**src/sv/pepg_pkg.sv**
```systemverilog
// ----------------------------------------------------------------------------
// pepg_pkg
// Shared types, constants and helpers for the polar ellipse point generator.
// ----------------------------------------------------------------------------
package pepg_pkg;

    localparam int COORD_BITS_DEF = 12;
    localparam int FRAC_BITS_DEF  = 30;
    localparam int COLOR_BITS     = 24;
    // operand slice width of the shared multiplier
    localparam int CHUNK_BITS     = 24;

    // cos(1/1000) and sin(1/1000) in Q.40
    localparam logic [63:0] COS_Q40 = 64'd1099511078020;
    localparam logic [63:0] SIN_Q40 = 64'd1099511444;

    // input opcodes
    localparam logic OPC_START = 1'b0;
    localparam logic OPC_STEP  = 1'b1;

    // multiply sequence of one rotation step
    typedef enum logic [2:0] {
        MOP_XC  = 3'd0,   // X * cos
        MOP_YAB = 3'd1,   // Y * a/b
        MOP_XBA = 3'd2,   // X * b/a
        MOP_T1S = 3'd3,   // (Y * a/b) * sin
        MOP_YC  = 3'd4,   // Y * cos
        MOP_T2S = 3'd5    // (X * b/a) * sin
    } t_mop;

    typedef struct packed {
        logic       load;
        logic       sel;         // 0: radius a, 1: radius b
        logic       dist_sq;
        logic [1:0] dist_idx;
        logic       dist_first;
        logic       dist_add;
        logic       sqrt_init;
        logic       sqrt_step;
        logic       sqrt_save;
        logic       start_xy;
        logic       div_init;
        logic       div_step;
        logic       div_save;
        logic       mul_init;
        t_mop       mop;
        logic       mul_step;
        logic [3:0] mul_idx;
        logic       mul_acc;
        logic       mul_save;
        logic       upd_xy;
        logic       ofs;
        logic [1:0] emit_idx;
    } t_cmd;

    typedef struct packed {
        logic zero_rad;
        logic done;
        logic div_nz;
    } t_stat;

    // Q.40 constant rounded to Q.frac, tie rounded up
    function automatic logic [63:0] round_q(input logic [63:0] c, input int frac);
        logic [63:0] t;
        t = (c << 1) >> (40 - frac);
        return (t + 64'd1) >> 1;
    endfunction

endpackage

```
**src/sv/polar_ellipse_point_generator_core.sv**
```systemverilog
// ----------------------------------------------------------------------------
// polar_ellipse_point_generator_core
// Ellipse pixel generator by incremental polar rotation, fixed point state.
// ----------------------------------------------------------------------------
// Start item: the bit-serial root and ratio divider set the time to first
//   pixel. Step item: six sliced multiplies, each of NP slice products of
//   the 24-bit multiplier (NP = 4 at defaults), come before the first pixel.
// Four pixels follow at one per cycle while i_ready is high; the next item
//   is taken after the fourth.
// Reset (synchronous, active low) returns to idle with no curve running.
module polar_ellipse_point_generator_core
    import pepg_pkg::*;
#(
    parameter int COORD_BITS = COORD_BITS_DEF,
    parameter int FRAC_BITS  = FRAC_BITS_DEF
) (
    input  logic                  i_clk,
    input  logic                  i_rst_n,
    // item input
    input  logic                  i_valid,
    output logic                  o_ready,
    input  logic                  i_opcode,
    input  logic [COORD_BITS-1:0] i_center_x,
    input  logic [COORD_BITS-1:0] i_center_y,
    input  logic [COORD_BITS-1:0] i_x_axis_end_x,
    input  logic [COORD_BITS-1:0] i_x_axis_end_y,
    input  logic [COORD_BITS-1:0] i_y_axis_end_x,
    input  logic [COORD_BITS-1:0] i_y_axis_end_y,
    input  logic [COLOR_BITS-1:0] i_pen_color,
    // pixel output
    output logic                  o_valid,
    input  logic                  i_ready,
    output logic [COORD_BITS+2:0] o_pixel_x,
    output logic [COORD_BITS+2:0] o_pixel_y,
    output logic [COLOR_BITS-1:0] o_pixel_color,
    output logic                  o_last_of_run,
    output logic                  o_curve_done
);

    t_cmd  cmd;
    t_stat stat;

    // Controller: one-hot sequencer. A start item runs distance and root for
    // each radius and, unless a radius is zero, the ratio divides; a step item
    // runs six sliced multiplies (X*cos, Y*a/b, X*b/a, (Y*a/b)*sin, Y*cos,
    // (X*b/a)*sin), then the saturated update. Both end in four mirrored pixels.
    pepg_ctrl #(
        .COORD_BITS (COORD_BITS),
        .FRAC_BITS  (FRAC_BITS)
    ) u_ctrl (
        .i_clk         (i_clk),
        .i_rst_n       (i_rst_n),
        .i_valid       (i_valid),
        .i_opcode      (i_opcode),
        .o_ready       (o_ready),
        .o_valid       (o_valid),
        .i_ready       (i_ready),
        .o_last_of_run (o_last_of_run),
        .o_cmd         (cmd),
        .i_stat        (stat)
    );

    // Datapath: Q.F state X/Y, ratios, shared arithmetic units, and pixel
    // mirror adders driven from the registered integer offsets.
    pepg_dp #(
        .COORD_BITS (COORD_BITS),
        .FRAC_BITS  (FRAC_BITS)
    ) u_dp (
        .i_clk          (i_clk),
        .i_center_x     (i_center_x),
        .i_center_y     (i_center_y),
        .i_x_axis_end_x (i_x_axis_end_x),
        .i_x_axis_end_y (i_x_axis_end_y),
        .i_y_axis_end_x (i_y_axis_end_x),
        .i_y_axis_end_y (i_y_axis_end_y),
        .i_pen_color    (i_pen_color),
        .i_cmd          (cmd),
        .o_stat         (stat),
        .o_pixel_x      (o_pixel_x),
        .o_pixel_y      (o_pixel_y),
        .o_pixel_color  (o_pixel_color)
    );

    // done flag holds for all four pixels of the finishing item
    assign o_curve_done = stat.done;

endmodule

```
**src/sv/pepg_dp.sv**
```systemverilog
// ----------------------------------------------------------------------------
// pepg_dp
// Datapath: radius square root, ratio divider, sliced multiplier, X/Y state.
// ----------------------------------------------------------------------------
module pepg_dp
    import pepg_pkg::*;
#(
    parameter int COORD_BITS = COORD_BITS_DEF,
    parameter int FRAC_BITS  = FRAC_BITS_DEF
) (
    input  logic                    i_clk,
    input  logic [COORD_BITS-1:0]   i_center_x,
    input  logic [COORD_BITS-1:0]   i_center_y,
    input  logic [COORD_BITS-1:0]   i_x_axis_end_x,
    input  logic [COORD_BITS-1:0]   i_x_axis_end_y,
    input  logic [COORD_BITS-1:0]   i_y_axis_end_x,
    input  logic [COORD_BITS-1:0]   i_y_axis_end_y,
    input  logic [COLOR_BITS-1:0]   i_pen_color,
    input  t_cmd                    i_cmd,
    output t_stat                   o_stat,
    output logic [COORD_BITS+2:0]   o_pixel_x,
    output logic [COORD_BITS+2:0]   o_pixel_y,
    output logic [COLOR_BITS-1:0]   o_pixel_color
);

    localparam int C   = COORD_BITS;
    localparam int F   = FRAC_BITS;
    localparam int W   = F + 18;
    localparam int RW  = F + C + 2;
    localparam int PW  = C + 3;
    localparam int RTW = C + 1;
    localparam int SW  = 2 * C + 2;
    localparam int NW  = C + 1 + F;
    localparam int CW  = CHUNK_BITS;
    localparam int NA  = (W - 1 + CW - 1) / CW;
    localparam int NK  = (RW + CW - 1) / CW;
    localparam int AW  = CW * (NA + NK);
    localparam int QW  = AW - F;
    localparam logic [W-2:0] LIM_MAG = {(W-1){1'b1}};
    localparam logic [RW-1:0] COS_Q = RW'(round_q(COS_Q40, F));
    localparam logic [RW-1:0] SIN_Q = RW'(round_q(SIN_Q40, F));

    // latched start item
    logic [C-1:0]   r_cx, r_cy, r_ex_x, r_ex_y, r_ey_x, r_ey_y;
    logic [COLOR_BITS-1:0] r_color;

    // distance
    logic [C-1:0]   p_sel, c_sel, d_mag;
    logic [C:0]     d_diff;
    logic [2*C-1:0] r_sqp;
    logic [SW-1:0]  r_dsq;

    // square root
    logic [SW-1:0]  r_sv;
    logic [C+2:0]   r_srem;
    logic [RTW-1:0] r_sroot;
    logic [C+4:0]   sq_t;
    logic [C+4:0]   sq_trial;
    logic           sq_ge;
    logic [RTW-1:0] r_a, r_b;

    // divider
    logic [RTW-1:0] r_drem, r_dd;
    logic [NW-1:0]  r_dq;
    logic [RTW:0]   dv_t;
    logic           dv_ge;
    logic [RW-1:0]  r_rab, r_rba;

    // multiplier
    logic [CW*NA-1:0] r_ma;
    logic [CW*NK-1:0] r_mk;
    logic             r_mneg;
    logic [2*CW-1:0]  r_pp;
    logic [3:0]       r_psh;
    logic [AW-1:0]    r_acc;
    logic [3:0]       mi, mj, pi, pj;
    logic [W-1:0]     m_v, m_vmag;
    logic [RW-1:0]    m_k;
    logic [QW-1:0]    m_q;
    logic [W-2:0]     m_mag;
    logic [W-1:0]     m_res;

    // rotation state
    logic [W-1:0]   r_x, r_y, r_t0, r_t1, r_t2, r_t3, r_t4, r_t5;
    logic [W:0]     sx, sy;
    logic [W-1:0]   xn, yn;
    logic           r_done;
    logic [W-1:0]   x_abs, y_abs, ox_full, oy_full;
    logic [PW-1:0]  r_ox, r_oy, cx_e, cy_e;

    // ---- distance squared, one component a cycle ----
    always_comb begin
        case (i_cmd.dist_idx)
            2'd0:    begin p_sel = r_ex_x; c_sel = r_cx; end
            2'd1:    begin p_sel = r_ex_y; c_sel = r_cy; end
            2'd2:    begin p_sel = r_ey_x; c_sel = r_cx; end
            default: begin p_sel = r_ey_y; c_sel = r_cy; end
        endcase
        d_diff = {1'b0, p_sel} - {1'b0, c_sel};
        d_mag  = d_diff[C] ? C'(-d_diff) : d_diff[C-1:0];
    end

    // ---- square root, one root bit a cycle ----
    always_comb begin
        sq_t     = {r_srem, r_sv[SW-1:SW-2]};
        sq_trial = (C+5)'({r_sroot, 2'b01});
        sq_ge    = sq_t >= sq_trial;
    end

    // ---- restoring divide, one quotient bit a cycle ----
    always_comb begin
        dv_t  = {r_drem, r_dq[NW-1]};
        dv_ge = dv_t >= {1'b0, r_dd};
    end

    // ---- sliced multiplier ----
    always_comb begin
        // slice index decode from a constant table
        mi = '0;
        mj = '0;
        pi = '0;
        pj = '0;
        for (int t = 0; t < NA * NK; t++) begin
            if (i_cmd.mul_idx == 4'(t)) begin
                mi = 4'(t % NA);
                mj = 4'(t / NA);
            end
            if (r_psh == 4'(t)) begin
                pi = 4'(t % NA);
                pj = 4'(t / NA);
            end
        end
        case (i_cmd.mop)
            MOP_XC:  begin m_v = r_x;  m_k = COS_Q; end
            MOP_YAB: begin m_v = r_y;  m_k = r_rab; end
            MOP_XBA: begin m_v = r_x;  m_k = r_rba; end
            MOP_T1S: begin m_v = r_t1; m_k = SIN_Q; end
            MOP_YC:  begin m_v = r_y;  m_k = COS_Q; end
            MOP_T2S: begin m_v = r_t2; m_k = SIN_Q; end
            default: begin m_v = r_x;  m_k = COS_Q; end
        endcase
        m_vmag = m_v[W-1] ? -m_v : m_v;
        m_q    = r_acc[AW-1:F];
        m_mag  = (m_q > QW'(LIM_MAG)) ? LIM_MAG : m_q[W-2:0];
        m_res  = r_mneg ? -{1'b0, m_mag} : {1'b0, m_mag};
    end

    // ---- step update with saturation ----
    always_comb begin
        sx = {r_t0[W-1], r_t0} - {r_t3[W-1], r_t3};
        sy = {r_t4[W-1], r_t4} + {r_t5[W-1], r_t5};
        if ($signed(sx) > $signed({2'b00, LIM_MAG}))       xn = {1'b0, LIM_MAG};
        else if ($signed(sx) < -$signed({2'b00, LIM_MAG})) xn = -{1'b0, LIM_MAG};
        else                                               xn = sx[W-1:0];
        if ($signed(sy) > $signed({2'b00, LIM_MAG}))       yn = {1'b0, LIM_MAG};
        else if ($signed(sy) < -$signed({2'b00, LIM_MAG})) yn = -{1'b0, LIM_MAG};
        else                                               yn = sy[W-1:0];
    end

    // ---- integer offsets, truncated toward zero ----
    always_comb begin
        x_abs   = r_x[W-1] ? -r_x : r_x;
        y_abs   = r_y[W-1] ? -r_y : r_y;
        ox_full = r_x[W-1] ? -(x_abs >> F) : (x_abs >> F);
        oy_full = r_y[W-1] ? -(y_abs >> F) : (y_abs >> F);
    end

    always_ff @(posedge i_clk) begin
        if (i_cmd.load) begin
            r_cx    <= i_center_x;
            r_cy    <= i_center_y;
            r_ex_x  <= i_x_axis_end_x;
            r_ex_y  <= i_x_axis_end_y;
            r_ey_x  <= i_y_axis_end_x;
            r_ey_y  <= i_y_axis_end_y;
            r_color <= i_pen_color;
        end
        if (i_cmd.dist_sq)    r_sqp <= d_mag * d_mag;
        if (i_cmd.dist_first) r_dsq <= SW'(r_sqp);
        if (i_cmd.dist_add)   r_dsq <= r_dsq + SW'(r_sqp);

        if (i_cmd.sqrt_init) begin
            r_sv    <= r_dsq;
            r_srem  <= '0;
            r_sroot <= '0;
        end else if (i_cmd.sqrt_step) begin
            r_sv <= {r_sv[SW-3:0], 2'b00};
            if (sq_ge) begin
                r_srem  <= (C+3)'(sq_t - sq_trial);
                r_sroot <= {r_sroot[RTW-2:0], 1'b1};
            end else begin
                r_srem  <= sq_t[C+2:0];
                r_sroot <= {r_sroot[RTW-2:0], 1'b0};
            end
        end
        if (i_cmd.sqrt_save) begin
            if (i_cmd.sel) r_b <= r_sroot;
            else           r_a <= r_sroot;
        end

        if (i_cmd.div_init) begin
            r_drem <= '0;
            r_dq   <= i_cmd.sel ? {r_b, {F{1'b0}}} : {r_a, {F{1'b0}}};
            r_dd   <= i_cmd.sel ? r_a : r_b;
        end else if (i_cmd.div_step) begin
            r_drem <= dv_ge ? RTW'(dv_t - {1'b0, r_dd}) : dv_t[RTW-1:0];
            r_dq   <= {r_dq[NW-2:0], dv_ge};
        end
        if (i_cmd.div_save) begin
            if (i_cmd.sel) r_rba <= RW'(r_dq);
            else           r_rab <= RW'(r_dq);
        end

        if (i_cmd.mul_init) begin
            r_ma   <= (CW*NA)'(m_vmag[W-2:0]);
            r_mk   <= (CW*NK)'(m_k);
            r_mneg <= m_v[W-1];
            r_acc  <= '0;
        end else begin
            if (i_cmd.mul_step) begin
                r_pp  <= r_ma[mi*CW +: CW] * r_mk[mj*CW +: CW];
                r_psh <= i_cmd.mul_idx;
            end
            if (i_cmd.mul_acc) r_acc <= r_acc + (AW'(r_pp) << (CW * (pi + pj)));
        end
        if (i_cmd.mul_save) begin
            case (i_cmd.mop)
                MOP_XC:  r_t0 <= m_res;
                MOP_YAB: r_t1 <= m_res;
                MOP_XBA: r_t2 <= m_res;
                MOP_T1S: r_t3 <= m_res;
                MOP_YC:  r_t4 <= m_res;
                MOP_T2S: r_t5 <= m_res;
                default: r_t0 <= m_res;
            endcase
        end

        if (i_cmd.start_xy) begin
            r_x    <= W'({r_a, {F{1'b0}}});
            r_y    <= '0;
            r_done <= (r_a == '0) || (r_b == '0);
        end else if (i_cmd.upd_xy) begin
            r_x    <= xn;
            r_y    <= yn;
            r_done <= xn[W-1] || (xn == '0);
        end
        if (i_cmd.ofs) begin
            r_ox <= ox_full[PW-1:0];
            r_oy <= oy_full[PW-1:0];
        end
    end

    assign cx_e = PW'(r_cx);
    assign cy_e = PW'(r_cy);
    assign o_pixel_x     = i_cmd.emit_idx[0] ? cx_e - r_ox : cx_e + r_ox;
    assign o_pixel_y     = i_cmd.emit_idx[1] ? cy_e - r_oy : cy_e + r_oy;
    assign o_pixel_color = r_color;

    assign o_stat.zero_rad = (r_a == '0) || (r_b == '0);
    assign o_stat.done     = r_done;
    assign o_stat.div_nz   = (r_dd != '0);

endmodule

```
**src/sv/pepg_ctrl.sv**
```systemverilog
// ----------------------------------------------------------------------------
// pepg_ctrl
// Sequencer: walks the datapath through start and step items.
// ----------------------------------------------------------------------------
module pepg_ctrl
    import pepg_pkg::*;
#(
    parameter int COORD_BITS = COORD_BITS_DEF,
    parameter int FRAC_BITS  = FRAC_BITS_DEF
) (
    input  logic  i_clk,
    input  logic  i_rst_n,
    input  logic  i_valid,
    input  logic  i_opcode,
    output logic  o_ready,
    output logic  o_valid,
    input  logic  i_ready,
    output logic  o_last_of_run,
    output t_cmd  o_cmd,
    input  t_stat i_stat
);

    localparam int C    = COORD_BITS;
    localparam int F    = FRAC_BITS;
    localparam int W    = F + 18;
    localparam int RW   = F + C + 2;
    localparam int NW   = C + 1 + F;
    localparam int NA   = (W - 1 + CHUNK_BITS - 1) / CHUNK_BITS;
    localparam int NK   = (RW + CHUNK_BITS - 1) / CHUNK_BITS;
    localparam int NP   = NA * NK;
    localparam int CNTW = $clog2(NW + 3);

    typedef enum logic [9:0] {
        S_IDLE  = 10'b0000000001,
        S_DIST  = 10'b0000000010,
        S_SQRT  = 10'b0000000100,
        S_INIT  = 10'b0000001000,
        S_DIV   = 10'b0000010000,
        S_MINIT = 10'b0000100000,
        S_MUL   = 10'b0001000000,
        S_UPD   = 10'b0010000000,
        S_OFS   = 10'b0100000000,
        S_EMIT  = 10'b1000000000
    } t_state;

    t_state          r_state, n_state;
    logic [CNTW-1:0] r_cnt, n_cnt;
    logic            r_sel, n_sel;
    logic            r_active, n_active;
    t_mop            r_op, n_op;
    logic            accept;

    assign accept = i_valid && o_ready;

    always_comb begin
        n_state  = r_state;
        n_cnt    = r_cnt;
        n_sel    = r_sel;
        n_active = r_active;
        n_op     = r_op;
        o_cmd    = '0;
        o_cmd.sel      = r_sel;
        o_cmd.mop      = r_op;
        o_cmd.emit_idx = r_cnt[1:0];
        o_cmd.mul_idx  = 4'(r_cnt);
        o_ready  = (r_state == S_IDLE);
        o_valid  = (r_state == S_EMIT);
        o_last_of_run = (r_state == S_EMIT) && (r_cnt[1:0] == 2'd3);
        case (r_state)
            S_IDLE: begin
                n_cnt = '0;
                if (accept) begin
                    if (i_opcode == OPC_START) begin
                        o_cmd.load = 1'b1;
                        n_sel   = 1'b0;
                        n_state = S_DIST;
                    end else if (r_active) begin
                        n_op    = MOP_XC;
                        n_state = S_MINIT;
                    end
                end
            end
            S_DIST: begin
                o_cmd.dist_sq    = (r_cnt != CNTW'(2));
                o_cmd.dist_idx   = {r_sel, (r_cnt != '0)};
                o_cmd.dist_first = (r_cnt == CNTW'(1));
                o_cmd.dist_add   = (r_cnt == CNTW'(2));
                if (r_cnt == CNTW'(2)) begin
                    n_cnt   = '0;
                    n_state = S_SQRT;
                end else begin
                    n_cnt = r_cnt + 1'b1;
                end
            end
            S_SQRT: begin
                o_cmd.sqrt_init = (r_cnt == '0);
                o_cmd.sqrt_step = (r_cnt != '0) && (r_cnt <= CNTW'(C + 1));
                o_cmd.sqrt_save = (r_cnt == CNTW'(C + 2));
                n_cnt = r_cnt + 1'b1;
                if (r_cnt == CNTW'(C + 2)) begin
                    n_cnt = '0;
                    if (r_sel) begin
                        n_state = S_INIT;
                    end else begin
                        n_sel   = 1'b1;
                        n_state = S_DIST;
                    end
                end
            end
            S_INIT: begin
                o_cmd.start_xy = 1'b1;
                n_sel = 1'b0;
                if (i_stat.zero_rad) begin
                    n_active = 1'b0;
                    n_state  = S_OFS;
                end else begin
                    n_state = S_DIV;
                end
            end
            S_DIV: begin
                o_cmd.div_init = (r_cnt == '0);
                o_cmd.div_step = (r_cnt != '0) && (r_cnt <= CNTW'(NW));
                o_cmd.div_save = (r_cnt == CNTW'(NW + 1));
                n_cnt = r_cnt + 1'b1;
                if (r_cnt == CNTW'(NW + 1)) begin
                    n_cnt = '0;
                    if (r_sel) begin
                        n_active = 1'b1;
                        n_state  = S_OFS;
                    end else begin
                        n_sel = 1'b1;
                    end
                end
            end
            S_MINIT: begin
                o_cmd.mul_init = 1'b1;
                n_cnt   = '0;
                n_state = S_MUL;
            end
            S_MUL: begin
                // slice products issue in counts 0..NP-1, each accumulated at the next count
                o_cmd.mul_step = (r_cnt < CNTW'(NP));
                o_cmd.mul_acc  = (r_cnt != '0) && (r_cnt <= CNTW'(NP));
                o_cmd.mul_save = (r_cnt == CNTW'(NP + 1));
                n_cnt = r_cnt + 1'b1;
                if (r_cnt == CNTW'(NP + 1)) begin
                    n_cnt = '0;
                    case (r_op)
                        MOP_XC:  begin n_op = MOP_YAB; n_state = S_MINIT; end
                        MOP_YAB: begin n_op = MOP_XBA; n_state = S_MINIT; end
                        MOP_XBA: begin n_op = MOP_T1S; n_state = S_MINIT; end
                        MOP_T1S: begin n_op = MOP_YC;  n_state = S_MINIT; end
                        MOP_YC:  begin n_op = MOP_T2S; n_state = S_MINIT; end
                        default: n_state = S_UPD;
                    endcase
                end
            end
            S_UPD: begin
                o_cmd.upd_xy = 1'b1;
                n_state = S_OFS;
            end
            S_OFS: begin
                o_cmd.ofs = 1'b1;
                if (i_stat.done) n_active = 1'b0;
                n_cnt   = '0;
                n_state = S_EMIT;
            end
            S_EMIT: begin
                if (i_ready) begin
                    if (r_cnt[1:0] == 2'd3) begin
                        n_cnt   = '0;
                        n_state = S_IDLE;
                    end else begin
                        n_cnt = r_cnt + 1'b1;
                    end
                end
            end
            default: n_state = S_IDLE;
        endcase
    end

    always_ff @(posedge i_clk) begin
        if (!i_rst_n) begin
            r_state  <= S_IDLE;
            r_cnt    <= '0;
            r_sel    <= 1'b0;
            r_active <= 1'b0;
            r_op     <= MOP_XC;
        end else begin
            r_state  <= n_state;
            r_cnt    <= n_cnt;
            r_sel    <= n_sel;
            r_active <= n_active;
            r_op     <= n_op;
        end
    end

    // never accept while pixels are pending
    a_no_overlap: assert property (@(posedge i_clk) disable iff (!i_rst_n)
        !(o_ready && o_valid)) else $error("input ready while output valid");

    // a step with no running curve produces nothing
    a_idle_step: assert property (@(posedge i_clk) disable iff (!i_rst_n)
        (accept && (i_opcode == OPC_STEP) && !r_active) |=> (r_state == S_IDLE))
        else $error("idle step did not drop");

    // ratio division only with a nonzero divisor
    a_div_nz: assert property (@(posedge i_clk) disable iff (!i_rst_n)
        ((r_state == S_DIV) && (r_cnt != '0)) |-> i_stat.div_nz)
        else $error("division by zero radius");

    // the fourth pixel ends the run
    a_run_end: assert property (@(posedge i_clk) disable iff (!i_rst_n)
        (o_valid && i_ready && o_last_of_run) |=> !o_valid)
        else $error("pixels after last of run");

endmodule

```
**config.mk**
```make
export PLATFORM = sky130hd
export DESIGN_NAME = polar_ellipse_point_generator_core
export DESIGN_NICKNAME = d
export VERILOG_FILES = /design/src/sv/pepg_pkg.sv /design/src/sv/polar_ellipse_point_generator_core.sv /design/src/sv/pepg_dp.sv /design/src/sv/pepg_ctrl.sv
export SDC_FILE = /design/constraint.sdc
export NUM_CORES = 2
export LEC_CHECK = 0
export BUFFER_PORTS_ARGS = -buffer_cell sky130_fd_sc_hd__buf_2
export CORE_ASPECT_RATIO = 1.5
export CORE_UTILIZATION = 45
export CTS_CLUSTER_SIZE = 12
export DETAILED_ROUTE_END_ITERATION = 6
export PLACE_DENSITY_LB_ADDON = 0.25
export SETUP_SLACK_MARGIN = 0.15
export SYNTH_ARGS = -nofsm -noshare
export SYNTH_HDL_FRONTEND = slang
export SYNTH_SLANG_ARGS = --single-unit
```
**constraint.sdc**
```tcl
create_clock -name i_clk -period 19.83 [get_ports i_clk]
set_clock_uncertainty 0.2 [all_clocks]
set_input_delay 0 -clock i_clk [delete_from_list [all_inputs] [get_ports i_clk]]
set_output_delay 0 -clock i_clk [all_outputs]
set_load 0.01 [all_outputs]
```
==> impl_metrics.ini <==
[sta]
setup_tns_ps = 0
hold_viol = 0
max_freq_ghz = 0.0833
slew_headroom = 0.114
setup_viol = 0
finalCritPeriodShare = 0.605
slew_violations = 0
holdWs_ps = 126
rsz0062_at_grt = false
period_minus_slack_ps = 12000
worst_pin_slew_ps = 1330

[final_layout]
layout_common_cells = nor2_1, inv_1, nand2_1, edfxtp_1, fa_1
layout.nets = 9819
final_layout_size_suffix_gt1_frac = 0.0719
mostFrequentLayoutCell = nor2_1
syn_to_final_growth_pct = 11.3
layout.cells.non_filler = 11100

[place]
place_congestion = 0.960
port_buffers = 158
dp_hpwl_mm = 192
dp.cells = 10700

[worst_setup_path]
path_max_fanout = 25
startpoint_type = flip-flop
slowest_delay_ps = 680
cp.depth = 43
cpMaxStageDelayCell = nand2_1
path_delay_family = compound AO/OA/AOI/OAI gates
arrival_ps = 12260
required_ps = 20090
path_class = flip-flop to flip-flop
critPathBufInv = 8
cp-end-kind = flip-flop
rr_worst_depth = 43

[synthesis]
synth.top_cells.by_area = edfxtp_1, fa_1, ha_1, dfxtp_1, nor2_1
synthSimpleGateAreaFrac = 0.143
yosysSeqAreaShare = 0.362
syn-num-nets = 9609
synth_fa_ha_area_frac = 0.223
synth_top_family_by_area = adder cells
synth_compound_area_frac = 0.139
synthDistinctLibCells = 95
syn_area_mm2 = 0.0808
avgSynthCellArea_um2 = 9.61
ys_seq_elements = 1055
async_reset_ff_frac = 0
netlist_instances = 8413
synth_edf_count = 814
yosys_warnings = 0
yosys.area.top_type = edfxtp_1
synth_xor_area_frac = 0.0463
ys.flop_type = edfxtp_1
synth_top_cell_area_share = 0.302
synth.area.mux_share = 0.0282

[pwr]
clockPowerShare = 0.207
vdd_drop_max_mv = 0.802
p_sw_frac = 0.387
internal_power_uw = 6340
leakagePower_uw = 0.0392
comb_power_share = 0.528
pwr-share-seq = 0.265
p_sw_uw = 4000
power_density_mw_per_mm2 = 115

[detailed_routing]
wire_per_inst_um = 22.9
drc = 0
first_pass_iters = 6
via_per_inst = 5.75
drt-initial-drc-count = 5004
num_vias = 63900
wirelength_mm = 254
drtAntennaViolNets = 0

[clocking]
htree_levels = 3
clock-sinks = 1055
cts_buffer_depth = 3
clk_latency_ps = 830
tritoncts = done
cts_resized = 0
ctsRootBufferMaster = clkbuf_16
cts_buffers = 109
path_clk_slew_ps = 60

[status]
status = finished, final reports clean

[global_routing]
grt_overflow = 0
antenna_found_initial = 5
grt_pass1_wl_mm = 385
grtUsageTotal = 0.279
grt_pass1_vias = 65700
grt_max_degree = 83

[die]
die_w_um = 348
start_util = 0.453
die_h_um = 521
io_pins = 159
die-area_mm2 = 0.181
core_area_mm2 = 0.179
rows = 190

[min_path]
hold_depth = 5
min_path_type = input port to flip-flop

[job]
maxCapViolations = 0
-- final cells by class --
cell class | instances | area (um^2)
multi-input cells | 6106 | 47100
well taps | 2400 | 3000
clock buffers | 169 | 3030
inverters | 879 | 3300
clock inverters | 38 | 613
diodes | 1 | 2.50
flip-flops and latches | 1055 | 29300
fillers | 16200 | 88500
repair buffers | 472 | 3660
-- registers in the layout, summed over array words and instances (netlist names), 47 cells and up --
| name | count |
|---|---|
| u_dp.r_acc | 96 |
| u_dp.r_pp | 48 |
| u_dp.r_t0 | 48 |
| u_dp.r_t1 | 48 |
| u_dp.r_t2 | 48 |
| u_dp.r_t3 | 48 |
| u_dp.r_t4 | 48 |
| u_dp.r_t5 | 48 |
| u_dp.r_x | 48 |
| u_dp.r_y | 48 |
| u_dp.r_ma | 47 |
-- through the flow --
| stage | util | power (uW) | cell area (um^2) | setup slack, ps |
|---|---|---|---|---|
| 2_1_floorplan | - | 7040 | 80800 | 9480 |
| 3_3_place_gp | 0.472 | 8130 | 84300 | 8090 |
| 3_5_place_dp | 0.472 | 8250 | 84300 | 7890 |
| 4_1_cts | 0.504 | 10500 | 90000 | 7810 |
| 5_1_grt | 0.504 | 11300 | 90000 | 6700 |
| 6_report | 0.504 | 10300 | 90000 | 7830 |
-- worst paths after layout --
kind,slack (ps),startpoint,endpoint
worst max-delay path,7830,u_ctrl.r_state[8]$_SDFFE_PN0P_,u_dp.r_sqp[23]$_DFFE_PP_
worst min-delay path,130,i_ready,u_ctrl.r_cnt[0]$_SDFFE_PN0P_
worst max register to register,7830,u_ctrl.r_state[8]$_SDFFE_PN0P_,u_dp.r_sqp[23]$_DFFE_PP_
worst min register to register,260,u_dp.r_sroot[12]$_SDFFE_PP0P_,u_dp.r_b[12]$_DFFE_PP_
-- worst min-delay path, cell delays in order --
cell and delay (ps):
dlygate4sd3_1 540, buf_2 120, o21ai_1 170, xnor2_1 170, nor2_1 40
-- synth_stat cells (54+ instances only) --
cell type,instances
nand2b_1,62
fa_1,571
xor2_1,161
a211oi_1,62
a21oi_1,561
nor2_1,917
xnor2_1,266
mux2i_1,129
clkbuf_1,323
and2_1,74
o21bai_1,54
nor2b_1,87
edfxtp_1,814
o21ai_0,370
nor3_1,146
o22ai_1,112
dfxtp_1,241
mux2_2,88
nand4_1,69
nand3_1,139
a21o_1,154
inv_1,873
nand2_1,858
ha_1,524
-- what timing repair did --
action	4_1_cts	5_1_grt
setup buffers	0	0
hold endpoints to repair	142	0
hold buffers	203	0
-- power by group through the flow --
stage / Sequential [uW] / Clock [uW] / Combinational, uW
2_1_floorplan: 2780 / 0 / 4260
3_3_place_gp: 2790 / 0 / 5350
3_5_place_dp: 2790 / 0 / 5470
4_1_cts: 2740 / 2170 / 5550
5_1_grt: 2740 / 2250 / 6340
6_report: 2740 / 2140 / 5460
-- per-layer routing --
metal / global-route usage / share of wire / vias up
li1: - / - / 29500
met1: 0.301 / 0.36 / 31400
met2: 0.498 / 0.50 / 2230
met3: 0.0358 / 0.054 / 747
met4: 0.209 / 0.086 / 4
met5: 0 / 0.00010 / -
-- cell families (layout without fill, tap and decap cells) --
logic type | count (synthesis) | after routing
adder cells (fa/ha/maj) | 1101 | 1101
buffers and inverters | 1252 | 1558
XOR/XNOR | 427 | 427
multiplexers | 217 | 217
AO/OA/AOI/OAI | 1776 | 1776
AND/OR/NAND/NOR | 2585 | 2585
flip-flops | 1055 | 1055
other | 0 | 1
No activity file was read; power rests on OpenSTA's default activity.
